===== src/sv/bpa_pkg.sv =====
// shared types, codes and constants of the bitmap page allocator
package bpa_pkg;

  localparam int MAX_PAGES_DEF = 4096;
  localparam int DIVW          = 12;   // width of a dividend fed to the remainder unit
  localparam int CNTW          = 13;   // width of page_count and region_pages
  localparam int PGW           = 12;   // width of a page index field

  typedef enum logic [1:0] {
    ACT_ALLOC   = 2'd0,
    ACT_FREE    = 2'd1,
    ACT_RESERVE = 2'd2,
    ACT_COLOR   = 2'd3
  } act_t;

  typedef enum logic [1:0] {
    STAT_OK      = 2'd0,
    STAT_NOSPACE = 2'd1,
    STAT_INVAL   = 2'd2
  } stat_t;

  typedef enum logic [1:0] {
    CFG_REGION = 2'd0,
    CFG_SEARCH = 2'd1,
    CFG_COLORS = 2'd2,
    CFG_FIRST  = 2'd3
  } cfg_idx_t;

  typedef enum logic [1:0] {
    RES_OK    = 2'd0,
    RES_FAIL  = 2'd1,
    RES_INVAL = 2'd2,
    RES_HIT   = 2'd3
  } res_t;

  typedef enum logic [1:0] {
    SEL_SEARCH = 2'd0,
    SEL_COLOR  = 2'd1,
    SEL_FIRST  = 2'd2
  } rem_sel_t;

  typedef enum logic [3:0] {
    S_CLEAR,
    S_IDLE,
    S_DISPATCH,
    S_REM_S,
    S_ASCAN,
    S_MARK,
    S_SET,
    S_REM_C,
    S_REM_F,
    S_CSCAN,
    S_HIT,
    S_DONE
  } state_t;

  typedef struct packed {
    logic     load;
    logic     clr;
    logic     rem_go;
    rem_sel_t rem_sel;
    logic     alloc_init;
    logic     scan_a;
    logic     col_save;
    logic     col_init;
    logic     scan_c;
    logic     set_init;
    logic     set_src_found;
    logic     set_val;
    logic     set_step;
    logic     res_wr;
    res_t     res;
  } cmd_t;

  typedef struct packed {
    logic clr_last;
    act_t act;
    logic n_zero;
    logic start_out;
    logic cnt_zero;
    logic rem_done;
    logic hit;
    logic fail;
    logic set_last;
  } sts_t;

endpackage


===== src/sv/bpa_ctrl.sv =====
// controller state machine: sequences clear, search, marking and result
module bpa_ctrl (
  input  logic           clk,
  input  logic           rst_n,
  input  logic           start,
  output logic           busy,
  output logic           out_valid,
  input  bpa_pkg::sts_t  sts,
  output bpa_pkg::cmd_t  cmd
);

  bpa_pkg::state_t state_r, state_nxt;

  always_ff @(posedge clk) begin
    if (!rst_n) begin
      state_r <= bpa_pkg::S_CLEAR;
    end else begin
      state_r <= state_nxt;
    end
  end

  always_comb begin
    cmd       = '0;
    state_nxt = state_r;
    busy      = 1'b1;
    out_valid = 1'b0;
    unique case (state_r)
      bpa_pkg::S_CLEAR: begin
        cmd.clr = 1'b1;
        if (sts.clr_last) state_nxt = bpa_pkg::S_IDLE;
      end
      bpa_pkg::S_IDLE: begin
        busy = 1'b0;
        if (start) begin
          cmd.load  = 1'b1;
          state_nxt = bpa_pkg::S_DISPATCH;
        end
      end
      bpa_pkg::S_DISPATCH: begin
        unique case (sts.act)
          bpa_pkg::ACT_ALLOC: begin
            if (sts.n_zero) begin
              cmd.res_wr = 1'b1;
              cmd.res    = bpa_pkg::RES_FAIL;
              state_nxt  = bpa_pkg::S_DONE;
            end else begin
              cmd.rem_go  = 1'b1;
              cmd.rem_sel = bpa_pkg::SEL_SEARCH;
              state_nxt   = bpa_pkg::S_REM_S;
            end
          end
          bpa_pkg::ACT_FREE: begin
            if (sts.start_out) begin
              cmd.res_wr = 1'b1;
              cmd.res    = bpa_pkg::RES_INVAL;
              state_nxt  = bpa_pkg::S_DONE;
            end else if (sts.cnt_zero) begin
              cmd.res_wr = 1'b1;
              cmd.res    = bpa_pkg::RES_OK;
              state_nxt  = bpa_pkg::S_DONE;
            end else begin
              cmd.set_init = 1'b1;
              cmd.set_val  = 1'b0;
              state_nxt    = bpa_pkg::S_SET;
            end
          end
          bpa_pkg::ACT_RESERVE: begin
            if (sts.start_out || sts.cnt_zero) begin
              cmd.res_wr = 1'b1;
              cmd.res    = bpa_pkg::RES_OK;
              state_nxt  = bpa_pkg::S_DONE;
            end else begin
              cmd.set_init = 1'b1;
              cmd.set_val  = 1'b1;
              state_nxt    = bpa_pkg::S_SET;
            end
          end
          bpa_pkg::ACT_COLOR: begin
            cmd.rem_go  = 1'b1;
            cmd.rem_sel = bpa_pkg::SEL_COLOR;
            state_nxt   = bpa_pkg::S_REM_C;
          end
          default: state_nxt = bpa_pkg::S_IDLE;
        endcase
      end
      bpa_pkg::S_REM_S: begin
        if (sts.rem_done) begin
          cmd.alloc_init = 1'b1;
          state_nxt      = bpa_pkg::S_ASCAN;
        end
      end
      bpa_pkg::S_ASCAN: begin
        cmd.scan_a = 1'b1;
        if (sts.hit) begin
          state_nxt = sts.cnt_zero ? bpa_pkg::S_HIT : bpa_pkg::S_MARK;
        end else if (sts.fail) begin
          cmd.res_wr = 1'b1;
          cmd.res    = bpa_pkg::RES_FAIL;
          state_nxt  = bpa_pkg::S_DONE;
        end
      end
      bpa_pkg::S_MARK: begin
        cmd.set_init      = 1'b1;
        cmd.set_src_found = 1'b1;
        cmd.set_val       = 1'b1;
        state_nxt         = bpa_pkg::S_SET;
      end
      bpa_pkg::S_SET: begin
        cmd.set_step = 1'b1;
        if (sts.set_last) begin
          cmd.res_wr = 1'b1;
          cmd.res    = (sts.act == bpa_pkg::ACT_ALLOC) ? bpa_pkg::RES_HIT : bpa_pkg::RES_OK;
          state_nxt  = bpa_pkg::S_DONE;
        end
      end
      bpa_pkg::S_REM_C: begin
        if (sts.rem_done) begin
          cmd.col_save = 1'b1;
          cmd.rem_go   = 1'b1;
          cmd.rem_sel  = bpa_pkg::SEL_FIRST;
          state_nxt    = bpa_pkg::S_REM_F;
        end
      end
      bpa_pkg::S_REM_F: begin
        if (sts.rem_done) begin
          cmd.col_init = 1'b1;
          state_nxt    = bpa_pkg::S_CSCAN;
        end
      end
      bpa_pkg::S_CSCAN: begin
        cmd.scan_c = 1'b1;
        if (sts.hit) begin
          state_nxt = bpa_pkg::S_HIT;
        end else if (sts.fail) begin
          cmd.res_wr = 1'b1;
          cmd.res    = bpa_pkg::RES_FAIL;
          state_nxt  = bpa_pkg::S_DONE;
        end
      end
      bpa_pkg::S_HIT: begin
        cmd.res_wr = 1'b1;
        cmd.res    = bpa_pkg::RES_HIT;
        state_nxt  = bpa_pkg::S_DONE;
      end
      bpa_pkg::S_DONE: begin
        out_valid = 1'b1;
        state_nxt = bpa_pkg::S_IDLE;
      end
      default: state_nxt = bpa_pkg::S_IDLE;
    endcase
  end

endmodule


===== config.mk =====
export PLATFORM = sky130hd
export DESIGN_NAME = bpa_ctrl
export DESIGN_NICKNAME = d
export VERILOG_FILES = /design/src/sv/bpa_pkg.sv /design/src/sv/bpa_ctrl.sv
export SDC_FILE = /design/constraint.sdc
export NUM_CORES = 1
export LEC_CHECK = 0
export BUFFER_PORTS_ARGS = -buffer_cell sky130_fd_sc_hd__buf_2
export CAP_MARGIN = 20
export CORE_MARGIN = 2
export CORE_UTILIZATION = 51
export DETAILED_ROUTE_END_ITERATION = 16
export GPL_ROUTABILITY_DRIVEN = 0
export PLACE_DENSITY = 0.84
export RECOVER_POWER = 100
export SLEW_MARGIN = 10
export SYNTH_ARGS = -nofsm -noshare
export SYNTH_HDL_FRONTEND = slang
export SYNTH_SLANG_ARGS = --single-unit

===== constraint.sdc =====
create_clock -name clk -period 2.4 [get_ports clk]
set_clock_uncertainty 0.15 [all_clocks]
set_input_delay 0.12 -clock clk [delete_from_list [all_inputs] [get_ports clk]]
set_output_delay 0.12 -clock clk [all_outputs]
set_load 0.01 [all_outputs]

-- After elaboration in Yosys (flattened, before gate mapping)
Cells that the tools add are included.
- flip-flop bits (word level): 4
- bits in latches: 0
- bits in writable memories: 0
- memory bits (read-only): 0
- input port bits: 13
- output and inout port bits: 19
- logic and storage cells: 76
- memories: 0
- add/subtract/negate cells: 0
- multiply operators: 0
- div/mod/pow operators: 0
- $lt $le $gt $ge: 0
- equal/unequal tests: 20
- shift-type cells: 0
- mux-type cells: 50
- bitwise operators: 0
- reductions and logical operators: 5
- operators by type and width (cell ; number):
    $mux W4 ; 14
    $pmux W4 S11 ; 1
    $mux W3 ; 9
    $mux W1 ; 17
    $eq A4 B3 Y1 const B ; 4
    $eq A4 B4 Y1 const B ; 4
    $pmux W4 S4 ; 1
    $ne A2 B2 Y1 const B ; 6
    $pmux W3 S2 ; 2
    $pmux W3 S4 ; 1
    $pmux W3 S3 ; 1
    $eq A4 B2 Y1 const B ; 2
    $pmux W1 S2 ; 3
    $reduce_and A6 Y1 ; 1
    $eq A2 B2 Y1 const B ; 2
    $eq A4 B1 Y1 const B ; 1
    $logic_not A4 Y1 ; 1
    $eq A2 B1 Y1 const B ; 1
    $logic_not A2 Y1 ; 1
    $mux W2 ; 1
    $reduce_or A2 Y1 ; 1
    $logic_or A1 B1 Y1 ; 1

-- Depth between registers and ports, before layout
- word-level depth: 4
- mapped depth: 6
- mapped depth without buffers: 6

-- Worst setup path after synthesis
No wires, ideal clock.
- kind: reg2out
- from: register state_r[3]
- to: output port cmd[14] in the netlist's numbering
- arrival: 1340 ps
- data required time: 2130 ps
- setup slack: 790 ps
- stages on the path, launching flop included: 4
- path buffers: 1
- path through: dfxtp_1 or4b_1 buf_2 o32ai_1
- RTL lines (item ; line ; text):
    start: declaration ; bpa_ctrl.sv:12 ; bpa_pkg::state_t state_r, state_nxt;
    start signal: assignment ; bpa_ctrl.sv:16 ; state_r <= bpa_pkg::S_CLEAR;
    start signal: assignment ; bpa_ctrl.sv:18 ; state_r <= state_nxt;
    end: declaration ; bpa_ctrl.sv:9 ; output bpa_pkg::cmd_t cmd

==> summary.txt <==
Run status
  – Status: completed

Pwr
  – Design internal power: 351 µW
  – Total power: 711 µW
  – Share of total power in combinational logic: 0.710
  – Net switching power: ~360 µW
  – Switch share: 0.506
  – P per Cell Area: about 770 mW/mm²
  – Total leakage power: between 0.0004 and 0.0005 µW
  – Worst ir drop on vdd: roughly 0.57 mV
  – Clock power frac: 0.112
  – Reg power frac: 0.177

Synthesis
  – Synthesized area divided by synthesized cell count: ~6.9 µm²
  – Post-synth EDFFs: 0
  – Top cell type by total area after synthesis: sky130_fd_sc_hd__dfxtp_1
  – Syn Inst Count: around 110
  – Ys Warns: 0
  – FFs w/ async S/R, synth: 0
  – Yosys reg bits: 4
  – Syn_nets: 129
  – Synth Cell Area: roughly 770 µm²
  – Number of distinct library cell variants in the gate-level netlist after synthesis: between 40 and 50
  – Post-synth top flop: sky130_fd_sc_hd__dfxtp_1
  – Seq/Total Area, Yosys: 0.104
  – Share of the synthesized area in the top cell type: 0.104
  – Dominant cells by area after synthesis: sky130_fd_sc_hd__dfxtp_1 10%, sky130_fd_sc_hd__ha_1 8.1%, sky130_fd_sc_hd__nor2_1 5.4%

Clock tree
  – Cts hold-fix bufs: 0
  – TritonCTS clock tree: built
  – Number of sinks driven by the clock tree: 4
  – CTS buffer count: 3
  – Number of H-tree branching levels: 1
  – Clk Tree Root Cell: sky130_fd_sc_hd__clkbuf_4
  – Number of buffers on the longest clock path: 2
  – Clk pin slew, worst setup/hold paths: around 0.040 ns
  – Number of gates resized after CTS: 0
  – Clock latency at the later pin of the worst-skew pair: ~0.23 ns
  – Count of buffers added by post-CTS timing repair for setup: 0

Worst setup path
  – Register-to-register path setup slack: around 0.52 ns
  – Critical path capture point type: output port
  – Element type at the critical path start: flip-flop
  – WP data arrival: about 1.9 ns
  – Worst endpoint required time: 2.13 ns
  – End of the worst register-to-register path: state_r[3]
  – Critical path, cell by cell: or4b_1, nor3_1, a21o_1, clkbuf_1
  – Launch instance of the worst register-to-register path: state_r[1]
  – Longest individual stage delay on the worst path: slightly below 0.7 ns
  – Count of cells along the worst register-to-register path: 5
  – Path type of the worst setup path: flip-flop to output port
  – Cell type of the slowest stage on the worst timing path: sky130_fd_sc_hd__or4b_1
  – Biggest fanout along the worst timing path: 14
  – Buf+Inv Stages, Crit Path: 1
  – Gate family responsible for the most delay along the worst path: simple AND/OR/NAND/NOR gates

Placed design
  – Count of buffers from port buffering: 31
  – Cell area reported after detailed placement: slightly above 900 µm²
  – DP Wirelength: 1560 µm

Min path
  – HP Start: rst_n
  – Worst hold path cell count: 2
  – Min-delay worst type: input pin to flip-flop
  – Worst Hold Path EP: state_r[1]

Final layout
  – Register bank with the most flops: state_r
  – Storage cell area: 80.1 µm²
  – Antenna diode count: 0
  – Final net count: 160
  – Cell area after layout: slightly above 900 µm²
  – Ratio of cells with drive above 1 in the final layout: 0.179
  – P&R area growth vs syn: 20.3%
  – Multi-input logic area: 621 µm²
  – Number of flip-flops under the largest register name: 4
  – Count of fill cells added during filler insertion: approximately 160
  – Largest registers: state_r x4

Timing
  – Actual slew at the worst max-slew pin: ~0.48 ns
  – Maximum clock frequency: 464 MHz
  – Number of endpoints failing setup at the final stage: 0
  – RSZ-0062 raised after global routing: false
  – Worst hold margin: ~0.025 ns
  – Minimum clock period: between 2 and 2.5 ns
  – Number of max-slew violations in the final report: 0
  – Total Neg Setup Slack: 0 ns
  – Normalized max-slew margin: 0.675
  – Final worst path period share: 0.898
  – Final Hold Fails: 0

Global route
  – GRT Util Overall: 0.230
  – Largest net degree at the start of global routing: 21
  – Antenna violations before repair: 0
  – Overflow left after global routing: 0
  – Via count of the first global-routing pass: approximately 830
  – Wire length of the first global-routing pass: roughly 3400 µm

Floorplanning
  – Die width: between 40 and 50 µm
  – Site row count: 14
  – Core box area: approximately 0.0015 mm²
  – Area enclosed by the die boundary: between 0.0015 and 0.002 mm²
  – Io pins: 32
  – Effective utilization at floorplan: 0.530
  – Vertical die dimension: roughly 43 µm

Drt
  – Mean number of vias per cell: approximately 5.8
  – Antenna viol nets, final: 0
  – Initial detailed-routing violation count: 16
  – Number of iterations in the first detailed-routing pass: 4
  – Wire per inst: roughly 13 µm
  – Detailed-route DRC error count: 0
  – Vias: 912
  – Detailed-route wire length: a little under 2000 µm

Flow run
  – Max capacitance violation total: 0
## worst register-to-register path, delay by kind of cell (launching register included)
family          cells  cell delay, ns
simple gates        3            0.64
compound gates      1            0.41
buf+inv             1            0.21
flops               1            0.36
## per-layer routing
layer	track usage	wire, µm	vias up
li1	-	-	466
met1	0.283	886	411
met2	0.388	996	35
met3	0.0170	101	0
met4	0.131	0	0
met5	0	0	-
## cell families (layout without fill, tap and decap cells)
| kind of cell | after synthesis | in the layout | synth area share |
|---|---|---|---|
| simple gates | 54 | 54 | 0.398 |
| flops | 4 | 4 | 0.104 |
| compound gates | 31 | 31 | 0.308 |
| fa+ha+maj | 5 | 5 | 0.0812 |
| mux | 1 | 1 | 0.0130 |
| buf+inv | 15 | 44 | 0.0844 |
| xor+xnor | 1 | 1 | 0.0114 |
## metrics by stage
step           std cells  setup WS (ns)  utilization
4_1_cts              156          0.284        0.655
5_1_grt              156          0.134        0.638
6_report             156          0.245        0.638
3_3_place_gp         153          0.595        0.639
2_1_floorplan        111          0.790            -
3_5_place_dp         153          0.543        0.639
## cells in the mapped netlist, drive strengths merged, types with 3 or more instances
master,number
ha,5
and2,3
a21o,3
o21ai,6
nor2,12
dfxtp,4
o211ai,4
nand2,8
nor2b,6
inv,7
and3,3
nand2b,5
nor3,7
buf,6
## layout by cell type (no fill, tap or decap), drive strengths merged, types with 3 or more instances in the layout
master / n
a21o: 3
and2: 3
and3: 3
buf: 18
clkbuf: 19
dfxtp: 4
ha: 5
inv: 7
nand2: 8
nand2b: 5
nor2: 12
nor2b: 6
nor3: 7
o211ai: 4
o21ai: 6
## area by class of cell
class | instances | share of cell area
clock buffers | 3 | 0.0243
inverters | 7 | 0.0283
multi-input cells | 92 | 0.669
flip-flops and latches | 4 | 0.0864
well taps | 16 | 0.0216
repair buffers | 34 | 0.170
## worst max path at each step
stage               cells after the start  endpoint  slack (ns)        from
floorplan                               3   cmd[14]        0.79  state_r[3]
global placement                        4    cmd[2]        0.60  state_r[0]
detailed placement                      4    cmd[2]        0.54  state_r[0]
CTS                                     4    cmd[2]        0.28  state_r[0]
global route                            4    cmd[6]        0.13  state_r[0]
finish                                  4    cmd[6]        0.25  state_r[0]
## power by group through the flow
stage	combinational (µW)	clock [µW]	sequential, µW
CTS	522	84.0	125
floorplan	416	0	102
global placement	511	0	122
detailed placement	519	0	126
finish	505	79.9	126
global route	565	89.0	131
No activity file was read; power rests on OpenSTA's default activity.
